===== config.mk =====
export PLATFORM = sky130hd
export DESIGN_NAME = button_debounce_key_report
export DESIGN_NICKNAME = d
export VERILOG_FILES = /design/src/hdl/bdk_pkg.sv /design/src/hdl/bdk_ram.sv /design/src/hdl/bdk_cfg.sv /design/src/hdl/bdk_walk.sv /design/src/hdl/button_debounce_key_report.sv
export VERILOG_INCLUDE_DIRS = /design/src /design/src/hdl
export SDC_FILE = /design/constraint.sdc
export NUM_CORES = 1
export LEC_CHECK = 0
export ABC_AREA = 0
export BUFFER_PORTS_ARGS = -buffer_cell sky130_fd_sc_hd__buf_2
export CORE_AREA = 4 4 261 263
export CTS_CLUSTER_SIZE = 28
export DETAILED_ROUTE_END_ITERATION = 10
export DIE_AREA = 0 0 265 267
export GPL_TIMING_DRIVEN = 0
export PLACE_DENSITY = 0.83
export SETUP_SLACK_MARGIN = 0.5
export SLEW_MARGIN = 20
export SYNTH_ARGS = -nofsm -noshare
export SYNTH_HDL_FRONTEND = slang
export SYNTH_SLANG_ARGS = --single-unit

===== constraint.sdc =====
create_clock -name clk -period 7.8 [get_ports clk]
set_input_delay 0.39 -clock clk [delete_from_list [all_inputs] [get_ports clk]]
set_output_delay 0.39 -clock clk [all_outputs]
set_load 0.005 [all_outputs]

===== src/hdl/button_debounce_key_report_macros.svh =====
// assertion macros of the debounce key report design
`ifndef BUTTON_DEBOUNCE_KEY_REPORT_MACROS_SVH
`define BUTTON_DEBOUNCE_KEY_REPORT_MACROS_SVH

// same-cycle implication, checked on clk, off during reset
`define BDK_ASSERT_IMP(lbl, ante, cons, msg) \
	lbl: assert property (@(posedge clk) disable iff (!arst_n) (ante) |-> (cons)) \
		else $error(msg);

// next-cycle implication, checked on clk, off during reset
`define BDK_ASSERT_NXT(lbl, ante, cons, msg) \
	lbl: assert property (@(posedge clk) disable iff (!arst_n) (ante) |=> (cons)) \
		else $error(msg);

`endif


===== src/hdl/bdk_pkg.sv =====
// shared types, constants and helpers of the debounce key report block
package bdk_pkg;

	localparam int NUM_PINS   = 16;
	localparam int MAX_KEYS   = 6;
	localparam int KEY_SLOTS  = 6;
	localparam int PIN_W      = (NUM_PINS > 1) ? $clog2(NUM_PINS) : 1;
	localparam int TIME_W     = 32;
	localparam int LEVEL_W    = 16;
	localparam int KEY_W      = 8;
	localparam int SLOT_CNT_W = 3;
	localparam int ADDR_W     = 5;
	localparam int CFG_DATA_W = 64;
	localparam int ITEM_W     = LEVEL_W + TIME_W + 2;
	localparam int RES_W      = 2 + KEY_SLOTS * KEY_W;
	localparam int IN_TDATA_W = ((ITEM_W + 7) / 8) * 8;
	localparam int OUT_TDATA_W = ((RES_W + 7) / 8) * 8;

	localparam logic [PIN_W-1:0]      LAST_PIN = PIN_W'(NUM_PINS - 1);
	localparam logic [LEVEL_W-1:0]    PIN_SPAN = LEVEL_W'((33'd1 << NUM_PINS) - 33'd1);
	localparam logic [SLOT_CNT_W-1:0] SLOT_MAX = SLOT_CNT_W'(MAX_KEYS);

	// reset values of the registers
	localparam logic [63:0] RST_KEY_MAP_LOW  = 64'd4;
	localparam logic [63:0] RST_KEY_MAP_HIGH = 64'd0;
	localparam logic [7:0]  RST_LOCKOUT_MS   = 8'd5;
	localparam logic [15:0] RST_PIN_ENABLE   = 16'd63487;

	typedef enum logic [1:0] {
		REG_KEY_MAP_LOW  = 2'd0,
		REG_KEY_MAP_HIGH = 2'd1,
		REG_LOCKOUT_MS   = 2'd2,
		REG_PIN_ENABLE   = 2'd3
	} reg_idx_t;

	typedef struct packed {
		logic [63:0] key_map_high;
		logic [63:0] key_map_low;
		logic [7:0]  lockout_ms;
		logic [15:0] pin_enable;
	} cfg_t;

	// raw_levels in the lowest bits
	typedef struct packed {
		logic               bus_suspended;
		logic               host_ready;
		logic [TIME_W-1:0]  now_ms;
		logic [LEVEL_W-1:0] raw_levels;
	} item_t;

	// send_report in the lowest bit
	typedef struct packed {
		logic                             wake_request;
		logic [KEY_SLOTS-1:0][KEY_W-1:0]  keys;
		logic                             send_report;
	} result_t;

	// keycode of one button from the two map registers
	function automatic logic [KEY_W-1:0] keycode_of(input logic [63:0] map_lo,
			input logic [63:0] map_hi, input logic [3:0] pin);
		logic [127:0] map;
		begin
			map = {map_hi, map_lo};
			return map[{pin, 3'b000} +: KEY_W];
		end
	endfunction

endpackage


===== src/hdl/bdk_ram.sv =====
// generic single write port ram with registered read
module bdk_ram #(
	parameter int WIDTH = 32,
	parameter int DEPTH = 16
) (
	input  logic                                      clk,
	input  logic                                      we,
	input  logic [((DEPTH > 1) ? $clog2(DEPTH) : 1)-1:0] waddr,
	input  logic [WIDTH-1:0]                          wdata,
	input  logic [((DEPTH > 1) ? $clog2(DEPTH) : 1)-1:0] raddr,
	output logic [WIDTH-1:0]                          rdata
);
	logic [WIDTH-1:0] mem_q [DEPTH];

	// write port and registered read port
	always_ff @(posedge clk) begin
		if (we) begin
			mem_q[waddr] <= wdata;
		end
		rdata <= mem_q[raddr];
	end
endmodule


===== src/hdl/bdk_cfg.sv =====
// register file behind the apb configuration port
module bdk_cfg (
	input  logic                            clk,
	input  logic                            arst_n,
	input  logic                            psel,
	input  logic                            penable,
	input  logic                            pwrite,
	input  logic [bdk_pkg::ADDR_W-1:0]      paddr,
	input  logic [bdk_pkg::CFG_DATA_W-1:0]  pwdata,
	output logic [bdk_pkg::CFG_DATA_W-1:0]  prdata,
	output logic                            pready,
	output bdk_pkg::cfg_t                   cfg
);
	import bdk_pkg::*;

	cfg_t     cfg_q;
	reg_idx_t reg_sel;
	logic     wr_en;

	assign pready  = 1'b1;
	assign reg_sel = reg_idx_t'(paddr[4:3]);
	assign wr_en   = psel & penable & pwrite;
	assign cfg     = cfg_q;

	// register writes
	always_ff @(posedge clk or negedge arst_n) begin
		if (!arst_n) begin
			cfg_q.key_map_low  <= RST_KEY_MAP_LOW;
			cfg_q.key_map_high <= RST_KEY_MAP_HIGH;
			cfg_q.lockout_ms   <= RST_LOCKOUT_MS;
			cfg_q.pin_enable   <= RST_PIN_ENABLE;
		end else if (wr_en) begin
			case (reg_sel)
				REG_KEY_MAP_LOW:  cfg_q.key_map_low  <= pwdata;
				REG_KEY_MAP_HIGH: cfg_q.key_map_high <= pwdata;
				REG_LOCKOUT_MS:   cfg_q.lockout_ms   <= pwdata[7:0];
				REG_PIN_ENABLE:   cfg_q.pin_enable   <= pwdata[15:0];
				default: ;
			endcase
		end
	end

	// read back
	always_comb begin
		case (reg_sel)
			REG_KEY_MAP_LOW:  prdata = cfg_q.key_map_low;
			REG_KEY_MAP_HIGH: prdata = cfg_q.key_map_high;
			REG_LOCKOUT_MS:   prdata = {56'd0, cfg_q.lockout_ms};
			REG_PIN_ENABLE:   prdata = {48'd0, cfg_q.pin_enable};
			default:          prdata = '0;
		endcase
	end
endmodule


===== src/hdl/bdk_walk.sv =====
// debounce walker: per-pin read-modify-write of the change time ram and slot fill
module bdk_walk (
	input  logic              clk,
	input  logic              arst_n,
	input  bdk_pkg::cfg_t     cfg,
	input  logic              in_valid,
	output logic              in_ready,
	input  bdk_pkg::item_t    in_item,
	output logic              res_valid,
	input  logic              res_ready,
	output bdk_pkg::result_t  res
);
	import bdk_pkg::*;

	`include "button_debounce_key_report_macros.svh"

	typedef enum logic [3:0] {
		ST_IDLE = 4'b0001,
		ST_WALK = 4'b0010,
		ST_LAST = 4'b0100,
		ST_DONE = 4'b1000
	} state_t;

	state_t                          state_q;
	item_t                           buf_q;
	logic                            buf_valid_q;
	item_t                           item_q;
	logic                            equal_q;
	logic                            updated_q;
	logic [LEVEL_W-1:0]              stable_q;
	logic [NUM_PINS-1:0]             written_q;
	logic                            had_keys_q;
	logic [PIN_W-1:0]                idx_q;
	logic [PIN_W-1:0]                pin_s1;
	logic                            vld_s1;
	logic [SLOT_CNT_W-1:0]           cnt_q;
	logic [KEY_SLOTS-1:0][KEY_W-1:0] slots_q;

	logic [LEVEL_W-1:0] en;
	logic               start;
	logic               start_equal;
	logic [3:0]         pin4;
	logic [TIME_W-1:0]  ram_rdata;
	logic [TIME_W-1:0]  cur_time;
	logic [TIME_W-1:0]  elapsed;
	logic               differs;
	logic               toggle;
	logic               new_bit;
	logic               take;
	logic               wake;
	logic               send;
	logic               finish;

	// item acceptance and start of a walk
	assign en          = cfg.pin_enable & PIN_SPAN;
	assign in_ready    = !buf_valid_q;
	assign start       = (state_q == ST_IDLE) && buf_valid_q;
	assign start_equal = (buf_q.raw_levels & en) == (stable_q & en);

	// per-pin debounce decision on the registered ram read data
	assign pin4     = 4'(pin_s1);
	assign cur_time = written_q[pin_s1] ? ram_rdata : '0;
	assign elapsed  = item_q.now_ms - cur_time;
	assign differs  = en[pin4] & (stable_q[pin4] ^ item_q.raw_levels[pin4]) & !equal_q;
	assign toggle   = vld_s1 && differs && (elapsed > {24'd0, cfg.lockout_ms});
	assign new_bit  = stable_q[pin4] ^ toggle;
	assign take     = vld_s1 && new_bit && en[pin4] && (cnt_q < SLOT_MAX);

	// result of the finished walk
	assign wake      = item_q.bus_suspended & updated_q;
	assign send      = !wake & item_q.host_ready & (updated_q | had_keys_q);
	assign res_valid = (state_q == ST_DONE);
	assign finish    = res_valid && res_ready;

	always_comb begin
		res.send_report  = send;
		res.wake_request = wake;
		res.keys         = (send && updated_q) ? slots_q : '0;
	end

	// last-change time per pin
	bdk_ram #(
		.WIDTH(TIME_W),
		.DEPTH(NUM_PINS)
	) u_time_ram (
		.clk  (clk),
		.we   (toggle),
		.waddr(pin_s1),
		.wdata(item_q.now_ms),
		.raddr(idx_q),
		.rdata(ram_rdata)
	);

	// control state
	always_ff @(posedge clk or negedge arst_n) begin
		if (!arst_n) begin
			state_q     <= ST_IDLE;
			buf_valid_q <= 1'b0;
			vld_s1      <= 1'b0;
			stable_q    <= '0;
			written_q   <= '0;
			had_keys_q  <= 1'b0;
			idx_q       <= '0;
			cnt_q       <= '0;
			equal_q     <= 1'b0;
			updated_q   <= 1'b0;
		end else begin
			if (in_valid && in_ready) begin
				buf_valid_q <= 1'b1;
			end else if (start) begin
				buf_valid_q <= 1'b0;
			end
			vld_s1 <= (state_q == ST_WALK);
			if (toggle) begin
				stable_q[pin4]    <= ~stable_q[pin4];
				written_q[pin_s1] <= 1'b1;
			end
			if (take) begin
				cnt_q <= cnt_q + SLOT_CNT_W'(1);
			end
			case (state_q)
				ST_IDLE: begin
					if (start) begin
						state_q   <= ST_WALK;
						equal_q   <= start_equal;
						updated_q <= start_equal ? |(stable_q & en) : 1'b1;
						idx_q     <= '0;
						cnt_q     <= '0;
					end
				end
				ST_WALK: begin
					idx_q <= idx_q + PIN_W'(1);
					if (idx_q == LAST_PIN) begin
						state_q <= ST_LAST;
					end
				end
				ST_LAST: begin
					state_q <= ST_DONE;
				end
				ST_DONE: begin
					if (finish) begin
						state_q <= ST_IDLE;
						if (!wake && item_q.host_ready) begin
							had_keys_q <= updated_q;
						end
					end
				end
				default: state_q <= ST_IDLE;
			endcase
		end
	end

	// payload registers
	always_ff @(posedge clk) begin
		pin_s1 <= idx_q;
		if (in_valid && in_ready) begin
			buf_q <= in_item;
		end
		if (start) begin
			item_q  <= buf_q;
			slots_q <= '0;
		end else if (take) begin
			slots_q[cnt_q] <= keycode_of(cfg.key_map_low, cfg.key_map_high, pin4);
		end
	end

	`BDK_ASSERT_IMP(a_write_in_walk, toggle, (state_q == ST_WALK || state_q == ST_LAST), "time ram written outside a walk")
	`BDK_ASSERT_IMP(a_slot_bound, state_q != ST_IDLE, cnt_q <= SLOT_MAX, "slot count past the limit")
	`BDK_ASSERT_NXT(a_last_to_done, state_q == ST_LAST, state_q == ST_DONE, "walk did not finish")
	`BDK_ASSERT_NXT(a_buf_taken, start, !buf_valid_q && state_q == ST_WALK, "buffered item not taken")
endmodule


===== src/hdl/button_debounce_key_report.sv =====
// Debounced button panel that builds six-key keyboard reports.
// Input channel s_axis: one transfer is one poll (raw levels, time, host flags).
// Output channel m_axis: exactly one transfer per poll (report, keys, wakeup).
// Configuration through the apb port: key maps, lockout and pin enables at
// byte addresses 0, 8, 16 and 24; write only while no poll is in flight.
// Each poll walks all pins in order through the change time ram: one read
// per cycle, the write back in the cycle after the read, in the steps start,
// 16 reads, final pin and result; the next poll starts its walk only once
// the result of the last one has been taken. An input transfer reaches
// output valid through the input buffer, the walk and the output register.
// A one-item input buffer takes the next poll while a walk runs, and an
// output register holds the result, so a stalled receiver only blocks the
// next walk once the output register and the walker both hold a result.
// Reset clears debounced levels, had-keys flag, change times (through
// per-pin valid bits) and loads the register reset values.
module button_debounce_key_report (
	input  logic                                clk,
	input  logic                                arst_n,
	input  logic                                s_axis_tvalid,
	output logic                                s_axis_tready,
	// raw_levels, now_ms, host_ready, bus_suspended, zero fill
	input  logic [bdk_pkg::IN_TDATA_W-1:0]      s_axis_tdata,
	output logic                                m_axis_tvalid,
	input  logic                                m_axis_tready,
	// send_report, key_first .. key_sixth, wake_request, zero fill
	output logic [bdk_pkg::OUT_TDATA_W-1:0]     m_axis_tdata,
	input  logic                                psel,
	input  logic                                penable,
	input  logic                                pwrite,
	input  logic [bdk_pkg::ADDR_W-1:0]          paddr,
	input  logic [bdk_pkg::CFG_DATA_W-1:0]      pwdata,
	output logic [bdk_pkg::CFG_DATA_W-1:0]      prdata,
	output logic                                pready
);
	import bdk_pkg::*;

	cfg_t    cfg;
	item_t   in_item;
	result_t res;
	result_t out_q;
	logic    out_valid_q;
	logic    res_valid;
	logic    res_ready;

	assign in_item = item_t'(s_axis_tdata[ITEM_W-1:0]);

	bdk_cfg u_cfg (
		.clk    (clk),
		.arst_n (arst_n),
		.psel   (psel),
		.penable(penable),
		.pwrite (pwrite),
		.paddr  (paddr),
		.pwdata (pwdata),
		.prdata (prdata),
		.pready (pready),
		.cfg    (cfg)
	);

	bdk_walk u_walk (
		.clk      (clk),
		.arst_n   (arst_n),
		.cfg      (cfg),
		.in_valid (s_axis_tvalid),
		.in_ready (s_axis_tready),
		.in_item  (in_item),
		.res_valid(res_valid),
		.res_ready(res_ready),
		.res      (res)
	);

	// output register
	assign res_ready     = !out_valid_q || m_axis_tready;
	assign m_axis_tvalid = out_valid_q;
	assign m_axis_tdata  = {(OUT_TDATA_W - RES_W)'(0), out_q};

	always_ff @(posedge clk or negedge arst_n) begin
		if (!arst_n) begin
			out_valid_q <= 1'b0;
		end else if (res_ready) begin
			out_valid_q <= res_valid;
		end
	end

	always_ff @(posedge clk) begin
		if (res_ready && res_valid) begin
			out_q <= res;
		end
	end
endmodule


# Yosys cells after proc, flatten, opt, wreduce, memory -nomap -nowiden
# Memory sizes are Yosys's and may differ from the RTL's. A register that Yosys moved wholly into a read port is not among the register bits.
# Cells that the tools add are included.
# word_totals
wordCells	134
ram_bits	512
reg_bits	403
output_inout_bits	123
n_memories	1
# mem_list
name	depth	width	rd	rd_clocked_by_memory_dff	wr	line_no	rtl
u_walk.u_time_ram.mem_q	16	32	1	1	1	bdk_ram.sv:13	logic [WIDTH-1:0] mem_q [DEPTH];
# op_classes
mux	30
n_reduce_logical	29
add_sub_neg	3
order_cmp	6
bitwise	14
n_eq_ne	12
shift	1
# op_table
op	n
one-hot mux 64 bit (4 select lines)	1
indexed part select 128 x 8 -> 8 bit	1
bitwise mux 48 bit	1
bitwise AND 16 bit	2
greater-than comparator 32 x 8 -> 1 bit	1
2-to-1 mux 32 bit	1
subtractor 32 bit	1
demux 8 bit (select 3 bit)	1
binary-select mux 1 bit (select 4 bit)	4
bitwise mux 16 bit	1
equality test 16 bit	1
2-to-1 mux 4 bit	4
OR 16 bit	1
one-hot mux 4 bit (4 select lines)	1
OR reduction 16 bit	1
logical AND 1 bit	12
AND reduction 2 bit	6
2-to-1 mux 1 bit	10
2-to-1 mux 3 bit	3
equality test 4 bit, second input constant	2
2-to-1 mux 8 bit	1
one-hot mux 4 bit (2 select lines)	1
bitwise AND 1 bit	7
AND reduction 3 bit	2
other kinds (22)	29

# Logic depth before layout (Yosys ltp)
# depth
ltp_word	14
ltp_mapped	24
depth_no_buf	21

# Cells and area by module
# Synthesis repeated with hierarchy kept, for this count alone.
# unflattened
hier_cells	2426
area_unflattened_um2	40207.3
# modules_own_cells
mod	area_per_inst_um2	cells_per_inst	seq_area_each_um2	n_inst
bdk_ram	19835.3	838	16015.4	1
bdk_walk	11937.7	1062	5246.3	1
bdk_cfg	6830.3	465	3826.2	1
button_debounce_key_report	1604.0	61	1526.5	1

# Least setup slack after synthesis
# OpenSTA, ideal clock, no wires.
# synth_path
path_kind	flip-flop to flip-flop
startpoint	reg u_walk.pin_s1[3], in the netlist u_walk.pin4[3]
endpoint	reg u_walk.written_q[12]
setup_time_ns	0.129
period_less_slack_ns	5.998
setup_slack_ns	1.802
t_arrival_ns	5.870
path_stages_with_launch	24
required_ns	7.671
cell_sequence	dfxtp_1 clkbuf_1 mux4_2 mux4_2 and2_1 ha_1 fa_1 nand2b_1 a21oi_1 nor2_1 xnor2_1 ha_1 nand4_1 nor2_1 a21oi_1 a2111oi_0 o2111ai_1 nor4_1 nand4_1 nor3_2 a31oi_4 buf_6 and3_1 or2_2
# synth_via
elab_chain_cells	7
word_cells_on_any_way	22
classes_between	add/sub: 1; order compare: 3; mux: 11; bitwise: 4; reduce/logical: 3
# synth_lines
element	line_no	rtl
start, declared	bdk_walk.sv:34	logic [PIN_W-1:0] pin_s1;
start signal, assigned	bdk_walk.sv:155	pin_s1 <= idx_q;
parallel branches: the longest is 7 deep, another holds subtractor 32 bit	--	
end signal, assigned	bdk_walk.sv:101	written_q <= '0;
end signal, assigned by index	bdk_walk.sv:116	written_q[pin_s1] <= 1'b1;
end, declared	bdk_walk.sv:31	logic [NUM_PINS-1:0] written_q;
# Several ways; the timed one is not identified. The select of a mux whose other input is x is not followed.
# A chain may end at the register's enable or synchronous reset.

# Worst setup path after layout
# layout_path
startpoint	reg u_walk.pin_s1[1], in the netlist u_walk.pin4[1]
endpoint	mem u_walk.u_time_ram.mem_q[0][19] (enable)
# layout_via
elab_chain_cells	9
word_cells_on_any_way	18
classes_between	add/sub: 1; order compare: 1; mux: 11; bitwise: 3; reduce/logical: 2
# layout_lines
element	line_no
parallel branches: the longest is 9 deep, another holds subtractor 32 bit	--
end, declared	bdk_ram.sv:13
# Several ways; the timed one is not identified. The select of a mux whose other input is x is not followed.

==> results.yml <==
power:
  p_leak_nw: 17.6
  peakVddDrop_mv: 0.219
  total_power_w: 0.0161
  powerDensity_nw_per_um2: 344
worst_setup_path:
  slowest_stage: "and3_2"
  cp.required_ns: 8.15
  crit_family: "compound AO/OA/AOI/OAI gates"
  critPathMaxStageDelay_ns: 0.69
  critPathMaxFanout: 18
  cp.buffers_inverters: 4
  crit_type: "reg2reg"
  endpoint_kind: "register"
  crit_chain: "buf_2, mux4_2, mux4_2, clkbuf_2, nand2_1, ha_1, o211ai_1, a21oi_1, o21bai_1, nand2_1, xor2_1, ha_1, nand4_1, nor2_1, a211oi_1, a2111oi_1, o2111ai_1, nor4_1, nand4_1, nor3_2, a31oi_4, buf_6, and3_2, buf_16"
  worstSetupStartpointType: "register"
  arrival_ns: 7.34
run_status:
  outcome: "finished clean"
sta:
  fin_crit_sh_pct: 89.6
  clock.fmax_ghz: 0.143
  setup_violations: 0
  fin_ws_ns: 0.808
  drv_slew: 0
  finalClockSkew_ns: 0.0257
  grt_setup_unrepaired: "false"
  relSlewSlack_pct: 18.4
  setup_tns_ns: 0
  whs_ns: 0.0159
  finalHoldViolations: 0
  period_minus_slack_ns: 6.99
  tightest_slew_ns: 1.22
finish:
  fin_area_um2: 46900
  syn_to_final_growth_pct: 17.3
  nNetsFinal: 3164
  drive_gt1_share_pct: 26.6
  multi_input_area_um2: 12800
  register_area_um2: 26600
  nFillCells: 4093
clock_tree:
  cts_max_level: 3
  clock_latency_ns: 0.66
  numCtsBuffers: 93
  cts_tree: "done"
  cts_setup_buffers: 0
  root_buffer: "clkbuf_16"
  clock_path_buffers: 3
  clock-sinks: 947
  clk_pin_slew_ns: 0.06
place:
  dp_slack_ns: 0.381
  port-buffer-count: 236
  place_area_um2: 42700
  hpwl_um: 72700
  gp_congestion: 0.962
grt:
  grt_pass1_wl_um: 163000
  antenna_found_initial: 4
  grt_max_degree: 103
  grt_usage_pct: 30.9
  gr-total-overflow: 0
  grt_pass1_vias: 26100
die:
  die-area_um2: 70800
  core-area_um2: 65600
  initial_core_util_pct: 60.9
  io_pins: 255
  rows: 94
  die_y_um: 267
  die_x_um: 265
drt:
  dr.pass1.iters: 5
  finalWirelength_um: 111000
  drtIter0Drc: 2897
  ant_nets: 0
  via_per_inst: 6.49
  remaining_drc_errors: 0
  wl_per_cell_um: 28.1
  vias: 25500
logic_synthesis:
  synth_top_family_by_area: "multiplexers"
  synth_xor_xnor_area_share_pct: 0.811
  synth_mux_area_share_pct: 18.6
  synth_warnings: 0
  ys_seq_elements: 947
  ys_types: 69
  syn_area_per_cell_um2: 15.7
  syn_area_um2: 39900
  ys.flop_type: "edfxtp_1"
  synth-seq-area-share_pct: 66.6
  syn_inst: 2540
  synth_edf_count: 662
  async_flop_share_pct: 21.2
  synth_compound_area_share_pct: 5.36
  synthAdderAreaFrac_pct: 1.40
  synthSimpleGateAreaFrac_pct: 5.64
run:
  drv_cap: 0
worst_hold_path:
  hold_class: "in2reg"
kinds of logic (layout without fill, tap and decap cells):
family                   count (synthesis)  after routing
buffers and inverters                  157            678
AND/OR/NAND/NOR                        474            474
XOR/XNOR                                37             37
adder cells (fa/ha/maj)                 44             44
flip-flops                             947            947
AO/OA/AOI/OAI                          334            334
multiplexers                           545            545
other                                    2             10
report_power, final:
part | internal (W) | total (W) | switching, W
Clock | 0.00267 | 0.00459 | 0.00192
Sequential | 0.00622 | 0.00681 | 0.000595
Combinational | 0.00188 | 0.00472 | 0.00284
per-stage QoR:
stage,utilization (%),cells
6_report,71.4,3933
2_1_floorplan,-,2545
3_3_place_gp,64.3,3645
5_1_grt,71.4,3933
4_1_cts,71.3,3930
3_5_place_dp,65.1,3664
cell usage after synthesis, types with 15 or more instances:
cell / number / share of area [%]
ha_1: 43 / 1.3
xor2_1: 24 / 0.53
nor2b_1: 15 / 0.23
o21ai_0: 102 / 1.3
nor2_1: 97 / 0.91
buf_1: 22 / 0.21
nand4_1: 15 / 0.23
mux2_2: 195 / 5.5
nand2_1: 194 / 1.8
dfrtp_1: 182 / 11
edfxtp_1: 662 / 50
and2_1: 54 / 0.85
inv_1: 20 / 0.19
dfstp_2: 19 / 1.2
clkbuf_1: 98 / 0.92
a221oi_1: 33 / 0.72
or2_2: 18 / 0.28
and3_1: 18 / 0.28
a22oi_1: 46 / 0.86
mux2i_1: 211 / 5.3
dfxtp_1: 84 / 4.2
a21oi_1: 79 / 0.99
mux4_2: 131 / 7.4
area by class of cell:
class	count	area share (%)
clock inverter	49	1.16
sequential	947	56.8
timing repair buffer	348	5.47
multi-input combinational	1441	27.3
antenna	3	0.0160
tap	864	2.31
clock buffer	124	5.52
buffer	137	1.22
inverter	20	0.166
what timing repair did:
item                       in CTS  in global routing
hold endpoints to repair      238                  0
setup endpoints to repair     117                476
gates resized for setup         7                 11
pin swaps                       2                  1
hold buffers                   93                  0
state kept, by name, indices dropped and copies added, names as in the netlist:
signal	count
u_walk.written_q	16
u_walk.u_time_ram.rdata	32
u_walk.had_keys_q	1
u_walk.buf_valid_q	1
u_walk.idx_q	4
u_walk.stable_q	16
u_walk.cnt_q	3
u_walk.state_q	4
u_walk.buf_q	50
m_axis_tvalid	1
m_axis_tdata	50
u_walk.updated_q	1
u_walk.equal_q	1
u_walk.item_q	50
u_cfg.cfg	152
u_walk.u_time_ram.mem_q	512
u_walk.vld_s1	1
u_walk.pin4	4
u_walk.slots_q	48
worst paths after layout:
check	slack [ns]	depth (start not counted)	end	from
hold / removal	0.02	2	u_cfg.cfg[98]	pwdata[10]
hold reg to reg	0.40	0	u_walk.pin4[2]	u_walk.idx_q[2]
setup reg to reg	0.81	24	u_walk.u_time_ram.mem_q[0][19]	u_walk.pin4[1]
min in group asynchronous	0.33	2	u_cfg.cfg[118]	arst_n
setup / recovery	0.81	24	u_walk.u_time_ram.mem_q[0][19]	u_walk.pin4[1]
max in group asynchronous	6.49	3	u_cfg.cfg[18]	arst_n
worst reg2reg max path, cell delays in order, from the launching register on:
cell and delay (ns):
dfxtp_1 0.30, buf_2 0.25, mux4_2 0.54, mux4_2 0.59
clkbuf_2 0.26, nand2_1 0.12, ha_1 0.28, o211ai_1 0.28
a21oi_1 0.13, o21bai_1 0.27, nand2_1 0.11, xor2_1 0.33
ha_1 0.34, nand4_1 0.14, nor2_1 0.09, a211oi_1 0.47
a2111oi_1 0.12, o2111ai_1 0.12, nor4_1 0.07, nand4_1 0.17
nor3_2 0.08, a31oi_4 0.38, buf_6 0.26, and3_2 0.70
buf_16 0.27
layer usage:
| metal | vias up | wire, um | GRT usage (%) |
|---|---|---|---|
| li1 | 10700 | - | - |
| met3 | 340 | 10000 | 5.79 |
| met2 | 1524 | 53300 | 49.6 |
| met4 | 0 | 5520 | 14.9 |
| met1 | 13000 | 41700 | 41.6 |
| met5 | - | 0 | 0 |
cell usage in the layout (no fill, tap or decap), types with 12 or more instances in the layout:
cell             n
clkbuf_16       96
o21ai_0        102
a22oi_1         46
or2_2           18
mux2_2         195
buf_2          245
dfrtp_1        182
mux4_2         131
clkinv_1        14
ha_1            43
nand2b_1        13
nand4_1         15
nand2_1        194
mux2i_1        211
clkbuf_1       115
a221oi_1        33
edfxtp_1       662
dlygate4sd3_1   93
nor2_1          96
xor2_1          24
nor2b_1         14
a21oi_1         78
xnor2_1         13
dfstp_2         19
buf_1           16
dfxtp_1         84
inv_1           19
and3_4          12
and2_1          54
(Power assumes the default switching activity.)
